### src/rtl/core/cgs_pkg.sv
// ============================================================================
// cgs_pkg
// Shared types, widths, codes and saturating arithmetic helpers for the
// conjugate gradient sparse solver.
// ============================================================================
`default_nettype none

package cgs_pkg;

   // Parameter defaults
   localparam int DEF_MAX_DOF     = 64;
   localparam int DEF_MAX_ENTRIES = 1024;
   localparam int DEF_FRAC_BITS   = 32;

   // Field widths
   localparam int VAL_W  = 64;
   localparam int IDX_W  = 6;
   localparam int CNT_W  = 7;
   localparam int TOL_W  = 63;
   localparam int TRIP_W = VAL_W + 2 * IDX_W;
   localparam int REQ_W  = 208;
   localparam int RSP_W  = 80;

   localparam logic [VAL_W-1:0] POS_MAX = 64'h7FFF_FFFF_FFFF_FFFF;
   localparam logic [VAL_W-1:0] NEG_MIN = 64'h8000_0000_0000_0000;

   typedef enum logic [1:0] {
      OPC_CLEAR = 2'd0,
      OPC_ADD   = 2'd1,
      OPC_LOAD  = 2'd2,
      OPC_SOLVE = 2'd3
   } opcode_type;

   typedef enum logic {
      CSR_DOF = 1'b0,
      CSR_TOL = 1'b1
   } csr_index_type;

   typedef struct packed {
      logic             sat;
      logic [VAL_W-1:0] value;
   } sat_val_type;

   // Result of a multi-cycle arithmetic unit
   typedef struct packed {
      logic             done;
      logic             sat;
      logic [VAL_W-1:0] value;
   } unit_rsp_type;

   // Magnitude of a two's complement value
   function automatic logic [VAL_W-1:0] mag(input logic [VAL_W-1:0] v);
      mag = v[VAL_W-1] ? (64'd0 - v) : v;
   endfunction

   // Apply sign to a magnitude, clamping to the signed range
   function automatic sat_val_type from_mag(input logic [VAL_W-1:0] m,
                                            input logic neg, input logic over);
      sat_val_type      r;
      logic [VAL_W-1:0] lim;
      logic [VAL_W-1:0] mm;
      lim   = neg ? NEG_MIN : POS_MAX;
      r.sat = over || (m > lim);
      mm    = r.sat ? lim : m;
      r.value = neg ? (64'd0 - mm) : mm;
      return r;
   endfunction

   function automatic sat_val_type sadd(input logic [VAL_W-1:0] a,
                                        input logic [VAL_W-1:0] b);
      sat_val_type      r;
      logic [VAL_W-1:0] s;
      s     = a + b;
      r.sat = (a[VAL_W-1] == b[VAL_W-1]) && (s[VAL_W-1] != a[VAL_W-1]);
      r.value = r.sat ? (a[VAL_W-1] ? NEG_MIN : POS_MAX) : s;
      return r;
   endfunction

   function automatic sat_val_type ssub(input logic [VAL_W-1:0] a,
                                        input logic [VAL_W-1:0] b);
      sat_val_type      r;
      logic [VAL_W-1:0] s;
      s     = a - b;
      r.sat = (a[VAL_W-1] != b[VAL_W-1]) && (s[VAL_W-1] != a[VAL_W-1]);
      r.value = r.sat ? (a[VAL_W-1] ? NEG_MIN : POS_MAX) : s;
      return r;
   endfunction

endpackage

`default_nettype wire

### src/rtl/core/cgs_mul.sv
// ============================================================================
// cgs_mul
// Saturating signed fixed-point multiplier. Four 32x32 partial products,
// one per cycle, accumulated into a 128-bit magnitude, then scaled.
// ============================================================================
`default_nettype none

module cgs_mul
   import cgs_pkg::*;
#(
   parameter int FRAC_BITS = DEF_FRAC_BITS
) (
   input  wire logic               clock,
   input  wire logic               reset,
   input  wire logic               start,
   input  wire logic [VAL_W-1:0]   a,
   input  wire logic [VAL_W-1:0]   b,
   output unit_rsp_type            rsp
);

   logic [VAL_W-1:0]   x_ff, y_ff;
   logic               neg_ff;
   logic [2:0]         step_ff, step_in;
   logic               busy_ff, busy_in;
   logic               done_ff, done_in;
   logic [31:0]        x_half, y_half;
   logic [VAL_W-1:0]   pp_ff;
   logic [1:0]         units_ff;
   logic [2*VAL_W-1:0] acc_ff;
   logic [2*VAL_W-1:0] pp_ext;
   sat_val_type        fin;
   sat_val_type        res_ff;

   // Select operand halves: bit 1 picks the x half, bit 0 the y half
   assign x_half = step_ff[1] ? x_ff[63:32] : x_ff[31:0];
   assign y_half = step_ff[0] ? y_ff[63:32] : y_ff[31:0];

   always_comb begin
      case (units_ff)
         2'd0:    pp_ext = {64'd0, pp_ff};
         2'd1:    pp_ext = {32'd0, pp_ff, 32'd0};
         default: pp_ext = {pp_ff, 64'd0};
      endcase
   end

   assign fin = from_mag(acc_ff[VAL_W-1+FRAC_BITS:FRAC_BITS], neg_ff,
                         |acc_ff[2*VAL_W-1:VAL_W+FRAC_BITS]);

   // Control sequence
   always_comb begin
      step_in = step_ff;
      busy_in = busy_ff;
      done_in = 1'b0;
      if (start) begin
         step_in = 3'd0;
         busy_in = 1'b1;
      end else if (busy_ff) begin
         step_in = step_ff + 3'd1;
         if (step_ff == 3'd5) begin
            busy_in = 1'b0;
            done_in = 1'b1;
         end
      end
   end

   always_ff @(posedge clock) begin
      if (reset) begin
         step_ff <= 3'd0;
         busy_ff <= 1'b0;
         done_ff <= 1'b0;
      end else begin
         step_ff <= step_in;
         busy_ff <= busy_in;
         done_ff <= done_in;
      end
   end

   // Datapath: load, multiply, accumulate, scale
   always_ff @(posedge clock) begin
      if (start) begin
         x_ff   <= mag(a);
         y_ff   <= mag(b);
         neg_ff <= a[VAL_W-1] ^ b[VAL_W-1];
         acc_ff <= '0;
      end else if (busy_ff) begin
         if (step_ff < 3'd4) begin
            pp_ff    <= x_half * y_half;
            units_ff <= {1'b0, step_ff[1]} + {1'b0, step_ff[0]};
         end
         if (step_ff >= 3'd1 && step_ff <= 3'd4) begin
            acc_ff <= acc_ff + pp_ext;
         end
         if (step_ff == 3'd5) begin
            res_ff <= fin;
         end
      end
   end

   assign rsp.done  = done_ff;
   assign rsp.sat   = res_ff.sat;
   assign rsp.value = res_ff.value;

endmodule

`default_nettype wire

### config.mk
export PLATFORM = sky130hd
export DESIGN_NAME = cgs_mul
export DESIGN_NICKNAME = d
export VERILOG_FILES = /design/src/rtl/core/cgs_pkg.sv /design/src/rtl/core/cgs_mul.sv
export SDC_FILE = /design/constraint.sdc
export NUM_CORES = 2
export LEC_CHECK = 0
export BUFFER_PORTS_ARGS = -buffer_cell sky130_fd_sc_hd__buf_4
export CAP_MARGIN = 30
export CORE_AREA = 2 2 300 376
export DETAILED_ROUTE_END_ITERATION = 8
export DIE_AREA = 0 0 302 378
export PLACE_DENSITY = 0.7
export SLEW_MARGIN = 20
export SYNTH_ARGS = -nofsm -noshare
export SYNTH_HDL_FRONTEND = slang
export SYNTH_SLANG_ARGS = --single-unit
export TNS_END_PERCENT = 10
### constraint.sdc
create_clock -name clock -period 12.4 [get_ports clock]
set_clock_uncertainty 0.1 [all_clocks]
set_input_delay 0 -clock clock [delete_from_list [all_inputs] [get_ports clock]]
set_output_delay 0 -clock clock [all_outputs]
set_load 0.02 [all_outputs]
; Word-level counts from Yosys, hierarchy flattened
; Index checks and enable logic that the tools add are counted.
; Widths: inputs -> output; s select.
[word_totals]
romBits = 0
ram_bits = 0
reg_bits = 393
memories = 0
latchBits = 0
output_inout_bits = 66
[classes]
n_reduce_logical = 9
magnitude_cmp = 4
add_sub_neg = 6
mux = 12
n_eq_ne = 2
shifts = 0
n_bitwise = 3
div = 0
mul = 1
[op_table]
columns = op, count
row1 = $pmux 128 s2, 1
row2 = $mux 64, 3
row3 = $sub 1x64->64 const A, 3
row4 = $add 128x128->128, 1
row5 = $mux 63, 2
row6 = $gt 64x64->1, 1
row7 = $mul 32x32->64, 1
row8 = $mux 32, 2
row9 = $reduce_or 32->1, 1
row10 = $reduce_and 3->1, 2
row11 = $mux 1, 4
row12 = $add 3x1->3 const B, 1
row13 = $eq 3x3->1 const B, 1
row14 = $ge 3x1->1 const B, 1
row15 = $le 3x3->1 const B, 1
row16 = $lt 3x3->1 const B, 1
row17 = $reduce_or 3->1, 1
row18 = $add 1x1->2, 1
row19 = $eq 2x1->1 const B, 1
row20 = $logic_not 2->1, 1
row21 = $not 1->1, 2
row22 = $reduce_and 2->1, 1
row23 = $reduce_or 2->1, 1
row24 = $logic_and 1x1->1, 1
row25 = other kinds (2), 2

; Depth between registers and ports, before layout
[logic_depth]
word_depth = 6
mapped_depth = 34

; Least setup slack after synthesis
; No wires, ideal clock.
[synth_timing]
path_type = register to register
from = register step_ff[0]
to = register pp_ff[56], data pin
stages_incl_launch_ff = 32
t_required_ns = 12.035
synth_period_minus_slack_ns = 9.249
path_buffers = 3
slack_ns = 3.151
arrival_ns = 8.884
setup_ns = 0.265
cell_sequence = dfxtp_1 clkbuf_1 clkbuf_1 mux2i_1 clkbuf_1 nor2_1 fa_1 fa_1 fa_1 inv_1 fa_1 inv_1 fa_1 inv_1 fa_1 inv_1 fa_1 fa_1 ha_1 and4_1 nand2_1 or3_1 o32ai_1 nor3_1 nor2_1 a31oi_1 o31ai_1 a21oi_1 o21a_1 o21ai_0 a41oi_1 xnor2_1
[synth_via]
elab_chain_cells = 2
[synth_rtl]
columns = item, line_no
row1 = from (decl), cgs_mul.sv:23  ; logic [2:0] step_ff, step_in;
row2 = from (signal assigned), cgs_mul.sv:72  ; step_ff <= step_in;
row3 = $mux 32, cgs_mul.sv:36  ; assign y_half = step_ff[0] ? y_ff[63:32] : y_ff[31:0];
row4 = $mul 32x32->64, cgs_mul.sv:87  ; pp_ff <= x_half * y_half;
row5 = to (signal assigned), cgs_mul.sv:87
row6 = to (decl), cgs_mul.sv:27  ; logic [VAL_W-1:0] pp_ff;
; Every way passes these cells.
; A chain may end at the register's enable or synchronous reset.

; Worst setup path in the final report
[layout_timing]
from = register step_ff[0]
to = register pp_ff[62], data pin
; The elaborated chain is that of the path after synthesis.

==> results.sh <==
export IMPL_synth_area_mm2=0.06044
export IMPL_fin_crit_ns=10.53
export IMPL_yosysWarnings=0
export IMPL_postRouteAntennaNets=0
export IMPL_synth_cells=6880
export IMPL_rows=137
export IMPL_cpMostUsedCell="fa_1"
export IMPL_cts_tree="done"
export IMPL_port_buffers=196
export IMPL_clockBufferDepth=3
export IMPL_worstPathRequired_ns=12.66
export IMPL_grtUsageTotal_pct=38.84
export IMPL_hold_violations=0
export IMPL_synth_edff_count=260
export IMPL_grt_pass1_wl_mm=329.6
export IMPL_slowest_delay_ns=0.90
export IMPL_clock_sinks=393
export IMPL_first_iter_violations=4076
export IMPL_setup_tns_ns=0
export IMPL_startpoint_type="flop"
export IMPL_hold_class="in -> reg"
export IMPL_rsz0062_at_grt="false"
export IMPL_wirelength_mm=220.5
export IMPL_postCtsSetupBuffers=0
export IMPL_vias=52650
export IMPL_status="finished, final reports clean"
export IMPL_fin_nets=8597
export IMPL_drive_gt1_share_pct=7.416
export IMPL_start_util_pct=54.50
export IMPL_max_cap_violations=0
export IMPL_viasPerCell=6.116
export IMPL_worst_ep_arrival_time_ns=10.79
export IMPL_wl_per_cell_um=25.61
export IMPL_drc=0
export IMPL_slowest_stage="mux2i_2"
export IMPL_cts_buffers=46
export IMPL_worstSkewPairLatency_ns=0.67
export IMPL_tightest_slew_ns=1.180
export IMPL_regToRegSetupSlack_ns=1.87
export IMPL_async_flop_share_pct=0
export IMPL_cp_end_kind="flop"
export IMPL_grt_ovfl_total=0
export IMPL_slew_headroom_pct=20.72
export IMPL_coreArea_mm2=0.1109
export IMPL_dieArea_mm2=0.1142
export IMPL_ys_ff_latch=393
export IMPL_setup_violations=0
export IMPL_avgSynthCellArea_um2=8.785
export IMPL_grt_pass1_vias=54780
export IMPL_period_share_pct=84.92
export IMPL_cp_max_fo=45
export IMPL_gp_congestion=1.083
export IMPL_io_pins=197
export IMPL_fmax_mhz=94.96
export IMPL_fillers=9472
export IMPL_antenna_found_initial=0
export IMPL_dp_hpwl_mm=167.1
export IMPL_synth_area_leaders="fa_1 (30%), edfxtp_1 (13%), ha_1 (9.5%)"
export IMPL_clk_pin_slew_ns=0.06
export IMPL_die_h_um=378
export IMPL_criticalPathCategory="reg -> reg"
export IMPL_die_w_um=302
export IMPL_syn2layout_area_growth_pct=11.39
export IMPL_synth_top_area_share_pct=29.71
export IMPL_htreeDepth=2
export IMPL_yosysTopAreaCell="fa_1"
export IMPL_post_synth_num_cell_types=79
export IMPL_ys_flop_type="edfxtp_1"
export IMPL_drv_slew=0
export IMPL_root_buffer="clkbuf_16"
export IMPL_firstDrtPassIters=8
export IMPL_grt_start_max_net_pins=80
export IMPL_synth_nets=8368
export IMPL_synth_seq_area_share_pct=17.32
Yosys cell counts (62+ instances only):
cell type and instances:
mux2i_1 96, inv_1 917, nand2_1 830, a21o_1 136, a21oi_1 381, fa_1 897, xor2_1 69, edfxtp_1 260
ha_1 460, nor3_1 74, nor2_1 836, and2_1 74, dfxtp_1 133, xnor2_1 245, o21ai_0 260, mux2_2 62
clkbuf_1 332, nand4_1 105
state kept, by name (all words and copies together) (netlist names):
signal / cells
acc_ff: 128
busy_ff: 1
done_ff: 1
neg_ff: 1
pp_ff: 64
rsp: 65
step_ff: 3
units_ff: 2
x_ff: 64
y_ff: 64
metal layers:
metal  routed length [µm]  GRT usage (%)
met1                73160          41.44
met3                20030          9.323
met4                24310          34.59
met5                    0              0
met2               103000          63.98
worst paths after layout:
check,from,endpoint,depth (start not counted)
max,step_ff[0],pp_ff[62],28
min,b[0],y_ff[0],2
max reg2reg,step_ff[0],pp_ff[62],28
min reg2reg,acc_ff[14],acc_ff[14],2
layout make-up:
class	instances	area (µm²)	area share (%)
well taps	1459	1826	2.711
multi-input cells	5206	45370	67.39
inverters	917	3442	5.113
repair buffers	545	4796	7.123
clock inverters	28	178.9	0.2658
clock buffers	58	1227	1.823
flip-flops and latches	393	10480	15.56
diodes	2	5.005	0.007434
placed cells by master (no fill, tap or decap), drive strengths merged, types with 17 or more instances in the layout:
| cell | count |
|---|---|
| o21bai | 46 |
| nand2 | 831 |
| o311ai | 24 |
| clkinv | 22 |
| a21o | 136 |
| o41ai | 17 |
| nand2b | 37 |
| nand4 | 105 |
| a31oi | 28 |
| o31ai | 59 |
| clkbuf | 62 |
| xnor2 | 245 |
| edfxtp | 260 |
| or4 | 38 |
| nor2 | 837 |
| dfxtp | 133 |
| nor4 | 38 |
| nor3 | 74 |
| or3 | 51 |
| dlygate4sd3 | 238 |
| o21a | 27 |
| xor2 | 69 |
| and2 | 74 |
| and3 | 25 |
| ha | 460 |
| nand3 | 43 |
| buf | 303 |
| mux2 | 62 |
| fa | 897 |
| a22o | 36 |
| inv | 919 |
| mux2i | 96 |
| a211oi | 21 |
| a21oi | 381 |
| o21ai | 260 |
through the flow:
stage          cells  hold WS, ns  worst slack [ns]  instance area (µm²)  util, %
2_1_floorplan   6880     -0.02762             3.152                60440        -
3_3_place_gp    8271      0.09895             2.238                63340    57.11
3_5_place_dp    8273       0.1035             2.029                63370    57.14
4_1_cts         8597      0.01643             2.045                67160    60.56
5_1_grt         8606      0.04598             1.502                67320    60.70
6_report        8608      0.02681             1.870                67320    60.70
worst max-delay path: cells and delay by family (launching register included):
family / cells / cell delay, ns
adders and majority gates: 9 / 4.34
muxes: 1 / 0.90
DFF: 1 / 0.55
AOI/OAI and AO/OA: 10 / 2.40
xor gates and xnor gates: 1 / 0.16
buffers and inverters: 4 / 1.20
and+or+nand+nor: 3 / 0.60
cell families (layout without fill, tap and decap cells):
kind of cell             after synthesis  in the layout  share of synthesized area, %
AND/OR/NAND/NOR                     2219           2219                         16.12
XOR/XNOR                             314            314                         4.550
other                                  0              2                             0
adder cells (fa/ha/maj)             1357           1357                         39.23
buffers and inverters               1281           1548                         7.964
AO/OA/AOI/OAI                       1158           1158                         12.06
multiplexers                         158            158                         2.745
flip-flops                           393            393                         17.32
what timing repair did:
item | in CTS | in global routing
hold buffers | 238 | 0
hold endpoints to repair | 165 | 0
gates resized for setup | 0 | 0
Power is left out: the tool's default activity adds up to more than one toggle a clock period on the data nets, which glitch-free logic cannot reach.
