File: config.mk
export PLATFORM = sky130hd
export DESIGN_NAME = cgs_div
export DESIGN_NICKNAME = d
export VERILOG_FILES = /design/src/rtl/core/cgs_pkg.sv /design/src/rtl/core/cgs_div.sv
export SDC_FILE = /design/constraint.sdc
export NUM_CORES = 1
export LEC_CHECK = 0
export BUFFER_PORTS_ARGS = -buffer_cell sky130_fd_sc_hd__buf_2
export CAP_MARGIN = 20
export CORE_ASPECT_RATIO = 2
export CORE_MARGIN = 2
export CORE_UTILIZATION = 30
export DETAILED_ROUTE_END_ITERATION = 10
export HOLD_SLACK_MARGIN = 0.15
export PLACE_DENSITY = 0.46
export SLEW_MARGIN = 10
export SYNTH_ARGS = -nofsm -noshare
export SYNTH_HDL_FRONTEND = slang
export SYNTH_SLANG_ARGS = --single-unit
File: constraint.sdc
create_clock -name clock -period 19.7 [get_ports clock]
set_input_delay 0 -clock clock [delete_from_list [all_inputs] [get_ports clock]]
set_output_delay 0 -clock clock [all_outputs]
set_load 0.02 [all_outputs]
File: src/rtl/core/cgs_pkg.sv
// ============================================================================
// cgs_pkg
// Shared types, widths, codes and saturating arithmetic helpers for the
// conjugate gradient sparse solver.
// ============================================================================
`default_nettype none

package cgs_pkg;

   // Parameter defaults
   localparam int DEF_MAX_DOF     = 64;
   localparam int DEF_MAX_ENTRIES = 1024;
   localparam int DEF_FRAC_BITS   = 32;

   // Field widths
   localparam int VAL_W  = 64;
   localparam int IDX_W  = 6;
   localparam int CNT_W  = 7;
   localparam int TOL_W  = 63;
   localparam int TRIP_W = VAL_W + 2 * IDX_W;
   localparam int REQ_W  = 208;
   localparam int RSP_W  = 80;

   localparam logic [VAL_W-1:0] POS_MAX = 64'h7FFF_FFFF_FFFF_FFFF;
   localparam logic [VAL_W-1:0] NEG_MIN = 64'h8000_0000_0000_0000;

   typedef enum logic [1:0] {
      OPC_CLEAR = 2'd0,
      OPC_ADD   = 2'd1,
      OPC_LOAD  = 2'd2,
      OPC_SOLVE = 2'd3
   } opcode_type;

   typedef enum logic {
      CSR_DOF = 1'b0,
      CSR_TOL = 1'b1
   } csr_index_type;

   typedef struct packed {
      logic             sat;
      logic [VAL_W-1:0] value;
   } sat_val_type;

   // Result of a multi-cycle arithmetic unit
   typedef struct packed {
      logic             done;
      logic             sat;
      logic [VAL_W-1:0] value;
   } unit_rsp_type;

   // Magnitude of a two's complement value
   function automatic logic [VAL_W-1:0] mag(input logic [VAL_W-1:0] v);
      mag = v[VAL_W-1] ? (64'd0 - v) : v;
   endfunction

   // Apply sign to a magnitude, clamping to the signed range
   function automatic sat_val_type from_mag(input logic [VAL_W-1:0] m,
                                            input logic neg, input logic over);
      sat_val_type      r;
      logic [VAL_W-1:0] lim;
      logic [VAL_W-1:0] mm;
      lim   = neg ? NEG_MIN : POS_MAX;
      r.sat = over || (m > lim);
      mm    = r.sat ? lim : m;
      r.value = neg ? (64'd0 - mm) : mm;
      return r;
   endfunction

   function automatic sat_val_type sadd(input logic [VAL_W-1:0] a,
                                        input logic [VAL_W-1:0] b);
      sat_val_type      r;
      logic [VAL_W-1:0] s;
      s     = a + b;
      r.sat = (a[VAL_W-1] == b[VAL_W-1]) && (s[VAL_W-1] != a[VAL_W-1]);
      r.value = r.sat ? (a[VAL_W-1] ? NEG_MIN : POS_MAX) : s;
      return r;
   endfunction

   function automatic sat_val_type ssub(input logic [VAL_W-1:0] a,
                                        input logic [VAL_W-1:0] b);
      sat_val_type      r;
      logic [VAL_W-1:0] s;
      s     = a - b;
      r.sat = (a[VAL_W-1] != b[VAL_W-1]) && (s[VAL_W-1] != a[VAL_W-1]);
      r.value = r.sat ? (a[VAL_W-1] ? NEG_MIN : POS_MAX) : s;
      return r;
   endfunction

endpackage

`default_nettype wire

File: src/rtl/core/cgs_div.sv
// ============================================================================
// cgs_div
// Saturating signed fixed-point divider, restoring, one quotient bit per
// cycle over the 128-bit scaled dividend.
// ============================================================================
`default_nettype none

module cgs_div
   import cgs_pkg::*;
#(
   parameter int FRAC_BITS = DEF_FRAC_BITS
) (
   input  wire logic             clock,
   input  wire logic             reset,
   input  wire logic             start,
   input  wire logic [VAL_W-1:0] num,
   input  wire logic [VAL_W-1:0] den,
   output unit_rsp_type          rsp
);

   logic [2*VAL_W-1:0] dvd_ff;
   logic [VAL_W-1:0]   d_ff, rem_ff, q_ff;
   logic               over_ff, neg_ff;
   logic [6:0]         cnt_ff, cnt_in;
   logic               busy_ff, busy_in;
   logic               fin_ff, fin_in;
   logic               done_ff, done_in;
   logic [VAL_W:0]     rem_sh;
   logic               fits;
   sat_val_type        res_ff;

   assign rem_sh = {rem_ff, dvd_ff[2*VAL_W-1]};
   assign fits   = rem_sh >= {1'b0, d_ff};

   // Control: 128 steps, then a final step to apply sign
   always_comb begin
      cnt_in  = cnt_ff;
      busy_in = busy_ff;
      fin_in  = 1'b0;
      done_in = 1'b0;
      if (start) begin
         cnt_in  = 7'd127;
         busy_in = 1'b1;
      end else if (busy_ff) begin
         cnt_in = cnt_ff - 7'd1;
         if (cnt_ff == 7'd0) begin
            busy_in = 1'b0;
            fin_in  = 1'b1;
         end
      end else if (fin_ff) begin
         done_in = 1'b1;
      end
   end

   always_ff @(posedge clock) begin
      if (reset) begin
         cnt_ff  <= 7'd0;
         busy_ff <= 1'b0;
         fin_ff  <= 1'b0;
         done_ff <= 1'b0;
      end else begin
         cnt_ff  <= cnt_in;
         busy_ff <= busy_in;
         fin_ff  <= fin_in;
         done_ff <= done_in;
      end
   end

   // Datapath: shift in a dividend bit, compare, subtract
   always_ff @(posedge clock) begin
      if (start) begin
         dvd_ff  <= {64'd0, mag(num)} << FRAC_BITS;
         d_ff    <= mag(den);
         rem_ff  <= '0;
         q_ff    <= '0;
         over_ff <= 1'b0;
         neg_ff  <= num[VAL_W-1] ^ den[VAL_W-1];
      end else if (busy_ff) begin
         dvd_ff <= dvd_ff << 1;
         if (q_ff[VAL_W-1]) begin
            over_ff <= 1'b1;
         end
         if (fits) begin
            rem_ff <= VAL_W'(rem_sh - {1'b0, d_ff});
            q_ff   <= {q_ff[VAL_W-2:0], 1'b1};
         end else begin
            rem_ff <= rem_sh[VAL_W-1:0];
            q_ff   <= {q_ff[VAL_W-2:0], 1'b0};
         end
      end else if (fin_ff) begin
         res_ff <= from_mag(q_ff, neg_ff, over_ff);
      end
   end

   assign rsp.done  = done_ff;
   assign rsp.sat   = res_ff.sat;
   assign rsp.value = res_ff.value;

endmodule

`default_nettype wire

---- Word level (Yosys, flattened, before mapping) ----
Cells that the tools add are included.
storage, ports and cells
  word-level logic and storage cells ...... 47
  input bits .............................. 131
  register bits ........................... 365
cells by class
  add/sub/neg operators ................... 5
  reduce and logical (&&, ||, !) cells .... 7
  bitwise logic cells ..................... 3
  muxes and demuxes ....................... 16
  magnitude comparators ................... 2
operators by type and width
  cell                                                count
  two-way mux 64 bit                                  5
  two-way mux 96 bit                                  2
  subtractor 1 x 64 -> 64 bit (first input constant)  3
  greater-or-equal comparator 65 x 64 -> 1 bit        1
  > comparator 64 bit                                 1
  subtractor 64 bit                                   1
  two-way mux 63 bit                                  1
  two-way mux 7 bit                                   2
  logical NOT 7 bit                                   1
  subtractor 7 x 1 -> 7 bit (second input constant)   1
  two-way mux 1 bit                                   6
  OR reduction 3 bit                                  2
  AND reduction 3 bit                                 1
  inverter 1 bit                                      2
  AND reduction 2 bit                                 1
  nonzero test 2 bit                                  1
  logical OR 1 bit                                    1
  XOR 1 bit                                           1

---- Depth between registers and ports, before layout ----
Gate-level depths: netlist of the first run.
  depth after elaboration ................. 6
  gate-level depth with buffers ........... 27
  depth with buffers taken out ............ 22

---- Worst setup path before layout of the first run ----
No wires, ideal clock.
  kind .................................... flip-flop to flip-flop
  start point ............................. reg neg_ff
  end point ............................... reg res_ff (netlist bit rsp[58]) (data pin)
  path buffers ............................ 6
  period minus slack after synthesis ...... 6863 ps
  arrival ................................. 6592 ps
  stages on the path, launching flop included .. 26
  path slack .............................. 12837 ps
  cell sequence ........................... edfxtp_1 > clkbuf_1 > inv_1 > clkbuf_1 > clkbuf_1 > ha_1 > nand3_1 > or4_1 > or2_2 > nor4_1 > a211oi_1 > or2_2 > clkbuf_1 > inv_1 > clkbuf_1 > clkbuf_1 > o21ai_0 > inv_1 > ha_1 > nand3_1 > nor2_1 > nand3_1 > or3_1 > o41ai_1 > xor2_1 > a21oi_1
on the way
  longest elaborated chain between the ends .. 6
RTL lines
  what                         RTL line       source
  start, declared              cgs_div.sv:23  logic over_ff, neg_ff;
  start signal, assigned       cgs_div.sv:77  neg_ff <= num[VAL_W-1] ^ den[VAL_W-1];
  two-way mux 64 bit           cgs_pkg.sv:62  lim = neg ? NEG_MIN : POS_MAX;
  > comparator 64 bit          cgs_pkg.sv:63  r.sat = over || (m > lim);
  logical OR 1 bit             cgs_pkg.sv:63
  two-way mux 64 bit           cgs_pkg.sv:64  mm = r.sat ? lim : m;
  subtractor 1 x 64 -> 64 bit  cgs_pkg.sv:65  r.value = neg ? (64'd0 - mm) : mm;
  two-way mux 64 bit *         cgs_pkg.sv:65
  end signal, assigned         cgs_div.sv:91  res_ff <= from_mag(q_ff, neg_ff, over_ff);
  end, declared                cgs_div.sv:30  sat_val_type res_ff;
Every way passes the cells marked *; elsewhere a longest branch is shown, timed or not.
A chain may end at the register's enable or synchronous reset.

---- Worst setup path in the final report of the first run ----
Same ends and word-level chain as after synthesis.

==> results of run 1 <==
through the flow:
step	total power, W	hold WS (ns)	instance area, µm²	cells	setup WS [ns]
after floorplan	0.00123	0.0989	23200	2600	12.84
after global placement	0.00136	0.265	25100	3690	12.31
after detailed placement	0.00137	0.267	25100	3690	12.17
after CTS	0.00221	0.158	29000	4024	12.12
after global routing	0.00229	0.208	29100	4032	11.47
final	0.00217	0.213	29100	4032	12.11
repair_timing:
item	4_1_cts	5_1_grt
hold buffers	265	1
buffers inserted	0	0
hold endpoints to repair	170	2
where the power goes:
part           switching [W]  internal, W
Clock               0.000330     0.000422
Combinational       0.000304     0.000233
Sequential         0.0000253     0.000855
Total               0.000660      0.00151
path summary, 6_finish.rpt:
| path | to | slack (ns) |
|---|---|---|
| min | d_ff[0] | 0.21 |
| max | rsp[58] | 12.11 |
| min reg2reg | dvd_ff[96] | 0.49 |
| max reg2reg | rsp[58] | 12.11 |
cells in the mapped netlist (19+ instances only):
cell      number
or4_1         39
inv_1        104
clkbuf_1     137
a311oi_1      50
a211oi_1      21
nand4_1       40
o41ai_1       19
a21oi_1      196
nand2_1      234
a21o_1        64
nand3_1       32
nor4_1        21
edfxtp_1     194
dfxtp_1      171
o31ai_1       45
xor2_1        92
o21ai_0      146
nor3_1        45
ha_1         133
nand2b_1      23
mux2i_1      102
or3_1         37
nor2_1       312
xnor2_1      110
layout by cell type, fill, tap and decap left out, drive strengths merged, types with 102 or more instances in the layout:
cell type    synthesis  routed
inv                104     106
o21ai              148     148
edfxtp             194     194
dlygate4sd3          0     266
buf                 17     224
nor2               312     312
ha                 133     133
mux2i              102     102
xnor2              110     110
dfxtp              171     171
nand2              234     234
a21oi              196     196
sequential cells by signal, summed over array words and instances (netlist names):
name / count
busy_ff: 1
cnt_ff: 7
d_ff: 64
done_ff: 1
dvd_ff: 96
fin_ff: 1
neg_ff: 1
over_ff: 1
q_ff: 64
rem_ff: 64
rsp: 65
metal layers:
| metal | routed length (µm) | GRT usage [%] | part of all wire, % |
|---|---|---|---|
| met1 | 25800 | 17.7 | 36 |
| met2 | 40200 | 35.7 | 56 |
| met3 | 2180 | 2.00 | 3.0 |
| met4 | 3960 | 9.70 | 5.5 |
| met5 | 11 | 0 | 0.015 |
logic make-up after synthesis:
group	after synthesis	share of synthesized area (%)
simple gates	860	17.6
compound gates	678	19.1
flops	365	39.9
buf+inv	259	4.24
xor+xnor	202	7.62
fa+ha+maj	134	7.26
mux	102	4.40
final cells by class:
cell class,instances,area (µm²)
fillers,7836,47700
multi-input cells,1976,13000
flip-flops and latches,365,9250
repair buffers,490,3900
well taps,1022,1280
clock buffers,55,1110
inverters,105,394
clock inverters,14,150
diodes,5,12.5
critical path: cells and delay by family, from the launching register on:
| family | cells | cell delay (ns) |
|---|---|---|
| buf+inv | 5 | 1.56 |
| flops | 1 | 0.69 |
| fa+ha+maj | 2 | 0.47 |
| compound gates | 8 | 1.97 |
| xor+xnor | 1 | 0.18 |
| simple gates | 8 | 2.31 |
==> impl_metrics.json, run 1 <==
{
  "status": "finished, final reports clean",
  "critPathKind": "register to register",
  "post_cts_resized": 0,
  "antenna_found_initial": 6,
  "wl_per_cell_um": 17.9,
  "post-route-util_pct": 37.9,
  "cts.clk_slew.worst_paths_ns": 0.06,
  "fin_nets": 3241,
  "leakage_nw": 11.8,
  "synth_warnings": 0,
  "fin_skew_ns": 0.0149,
  "clock_sinks": 365,
  "synth_cell_types": 78,
  "synth_edf_count": 194,
  "cp.arrival_ns": 7.88,
  "num_vias": 20900,
  "wirelength_um": 72100,
  "grt_pass1_wl_um": 114000,
  "synth_area_leaders": "edfxtp_1, dfxtp_1, ha_1",
  "gp_congestion": 0.904,
  "yosys.area.top_type": "edfxtp_1",
  "required_ns": 19.99,
  "placementRows": 144,
  "die_area_um2": 79700,
  "critPathSlowestCell": "edfxtp_1",
  "die_w_um": 201,
  "critPathLaunchType": "register",
  "synth.avg_cell_area_um2": 8.93,
  "fin_crit_ns": 7.59,
  "drc": 0,
  "maxSlewHeadroom_pct": 30.9,
  "ir_drop_uv": 63.6,
  "cp_max_fo": 65,
  "cpPeakStageDelay_ns": 0.69,
  "path_cells": "buf_4 > buf_4 > ha_1 > nor2b_1 > o21a_1 > o21ai_0 > nand2b_1 > a221oi_1 > o21ai_0 > a211oi_1 > or2_2 > inv_1 > nand2_1 > o21ai_0 > inv_1 > ha_1 > buf_4 > nand3_1 > nor2_1 > nand3_1 > or3_1 > o41ai_1 > xor2_1 > a21oi_1",
  "via_per_inst": 5.18,
  "ys_ff_latch": 365,
  "cts_buffers": 38,
  "ys.flop_type": "edfxtp_1",
  "timing.final.crit_share_pct": 38.5,
  "hold_start": "den[0]",
  "fmax_mhz": 132,
  "grt_overflow": 0,
  "clk_latency_ns": 0.58,
  "syn_inst": 2600,
  "syn_nets": 2865,
  "hpwl_um": 52300,
  "io-pin-count": 197,
  "hold_violations": 0,
  "cts_tree": "yes",
  "grt_setup_unrepaired": "false",
  "die_h_um": 397,
  "cts_buffer_depth": 3,
  "pwr_density_cell_nw_per_um2": 74.6,
  "synthToLayoutAreaGrowth_pct": 25.3,
  "drive_above_1_share_pct": 10.4,
  "worstReg2RegStart": "neg_ff",
  "drtIter0Drc": 868,
  "synth-seq-area-share_pct": 39.9,
  "drtAntennaViolNets": 0,
  "final.setup.tns_ns": 0,
  "drv_cap": 0,
  "hold_depth": 2,
  "grt_pass1_vias": 21000,
  "grt_usage_pct": 17.8,
  "core_um2": 76800,
  "drtPass1Iterations": 5,
  "hold_path.class": "input pin to register",
  "synth_top_area_share_pct": 25.1,
  "io_buffer_count": 196,
  "start_util_pct": 30.2,
  "drv_slew": 0,
  "htreeDepth": 2,
  "synthesis.area_um2": 23200,
  "crit_path_start": "neg_ff",
  "reg2reg_depth": 24,
  "grt_max_degree": 125,
  "clock-root-buffer": "clkbuf_16",
  "endpoint_kind": "register",
  "setup_viol": 0,
  "worstMarginPinSlew_ns": 1.03,
  "synthArstFlopShare_pct": 0
}
No activity file was read; power rests on OpenSTA's default activity.
==> run 2, diff against run 1 <==
--- a/config.mk
+++ b/config.mk
@@ -12,7 +12,7 @@
 export CORE_UTILIZATION = 30
 export DETAILED_ROUTE_END_ITERATION = 10
 export HOLD_SLACK_MARGIN = 0.15
-export PLACE_DENSITY = 0.46
+export PLACE_DENSITY = 0.47
 export SLEW_MARGIN = 10
 export SYNTH_ARGS = -nofsm -noshare
 export SYNTH_HDL_FRONTEND = slang
==> constraint.sdc (replaced) <==
create_clock -name clock -period 6.2 [get_ports clock]
set_input_delay 0 -clock clock [delete_from_list [all_inputs] [get_ports clock]]
set_output_delay 0 -clock clock [all_outputs]
set_load 0.02 [all_outputs]
==> impl_metrics.json, run 2 (synthesis results as in run 1) <==
{
  "status": "finished, final reports clean",
  "hpwl_um": 51100,
  "critPathLaunchType": "register",
  "die_h_um": 397,
  "maxSlewHeadroom_pct": 22.0,
  "grt_overflow": 0,
  "nFillCells": 7967,
  "drtAntennaViolNets": 0,
  "critPathKind": "register to register",
  "clock_sinks": 365,
  "grt_usage_pct": 17.3,
  "cp_max_fo": 74,
  "antenna_found_initial": 3,
  "leakage_nw": 11.7,
  "clk_latency_ns": 0.58,
  "drive_above_1_share_pct": 11.2,
  "cts_buffer_depth": 3,
  "clock-root-buffer": "clkbuf_16",
  "post-route-util_pct": 37.5,
  "die_area_um2": 79700,
  "fin_skew_ns": 0.0183,
  "start_util_pct": 30.2,
  "final_cell_mix": "nor2_1, nand2_1, dlygate4sd3_1",
  "endpoint_kind": "register",
  "io-pin-count": 197,
  "cts_buffers": 40,
  "num_vias": 20800,
  "cp.arrival_ns": 5.95,
  "io_buffer_count": 196,
  "fin_crit_ns": 5.65,
  "gp_congestion": 0.906,
  "hold_violations": 0,
  "hold_path.class": "input pin to register",
  "grt_pass1_wl_um": 111000,
  "pwr_density_cell_nw_per_um2": 240,
  "grt_max_degree": 195,
  "drv_cap": 0,
  "post-cts-setup-buffer-count": 0,
  "fin_nets": 3200,
  "cts.clk_slew.worst_paths_ns": 0.06,
  "drc": 0,
  "timing.final.crit_share_pct": 91.2,
  "post_cts_resized": 0,
  "placementRows": 144,
  "via_per_inst": 5.20,
  "wl_per_cell_um": 17.6,
  "grt_pass1_vias": 20900,
  "drtIter0Drc": 898,
  "final_common_cell": "nor2_1",
  "die_w_um": 201,
  "largest_reg_flops": 96,
  "required_ns": 6.50,
  "cts_tree": "yes",
  "htreeDepth": 2,
  "drv_slew": 0,
  "grt_setup_unrepaired": "false",
  "fmax_mhz": 177,
  "drtPass1Iterations": 5,
  "largest-register": "dvd_ff",
  "final.setup.tns_ns": 0,
  "worstMarginPinSlew_ns": 1.17,
  "core_um2": 76800,
  "wirelength_um": 70400,
  "setup_viol": 0,
  "ir_drop_uv": 230,
  "cts.hold.buffers_added": 215,
  "synthToLayoutAreaGrowth_pct": 23.9
}
run 2: power breakdown:
| part | leakage [nW] | internal [W] | switching (W) |
|---|---|---|---|
| sequential | 3.25 | 0.00272 | 0.0000767 |
| combinational | 7.85 | 0.000697 | 0.000968 |
| clock | 0.634 | 0.00138 | 0.00106 |
run 2: per-stage QoR:
stage	hold slack (ns)	area (µm²)	setup WS (ns)	instances	power, W
after floorplan	0.0989	23300	0.000127	2600	0.00392
after global placement	0.281	25300	0.732	3698	0.00435
after detailed placement	0.278	25300	0.622	3698	0.00437
after CTS	0.190	28700	0.595	3986	0.00701
after global routing	0.213	28800	0.181	3990	0.00728
final	0.229	28800	0.549	3991	0.00691
run 2: routing by layer:
layer,track usage [%],vias up,wire length (µm)
met2,35.1,461,39400
met1,16.6,9932,24900
li1,-,10200,-
met4,9.79,0,4000
met3,2.02,177,2180
met5,0,-,0
run 2: worst max-delay path, cell delays in order, from the launching register on:
cell and delay, ns:
edfxtp_1 0.43, buf_12 0.32, ha_1 0.32, a21o_1 0.16, a21o_1 0.17, a21oi_1 0.17, o22ai_1 0.10, nor4b_1 0.62
o21ai_0 0.22, a211oi_2 0.34, or2_2 0.26, nor2_1 0.20, a21oi_1 0.23, ha_2 0.24, nand3_4 0.11, nor2_4 0.22
nand3_2 0.16, or3_1 0.43, o41ai_2 0.32, xor2_1 0.19, a21oi_1 0.09
run 2: final timing paths:
kind / startpoint / endpoint / slack (ns) / cells past startpoint
max: neg_ff / rsp[58] / 0.55 / 20
min: den[0] / d_ff[0] / 0.23 / 2
max reg2reg: neg_ff / rsp[58] / 0.55 / 20
min reg2reg: dvd_ff[115] / dvd_ff[115] / 0.49 / 2
run 2: area by class of cell:
class	count	area, µm²	area share [%]
Antenna cell	3	7.51	0.0261
Tap cell	1022	1280	4.45
Multi-Input combinational cell	1976	13000	45.4
Inverter	105	394	1.37
Clock inverter	23	219	0.761
Clock buffer	50	1090	3.79
Timing Repair Buffer	447	3470	12.1
Sequential cell	365	9250	32.2
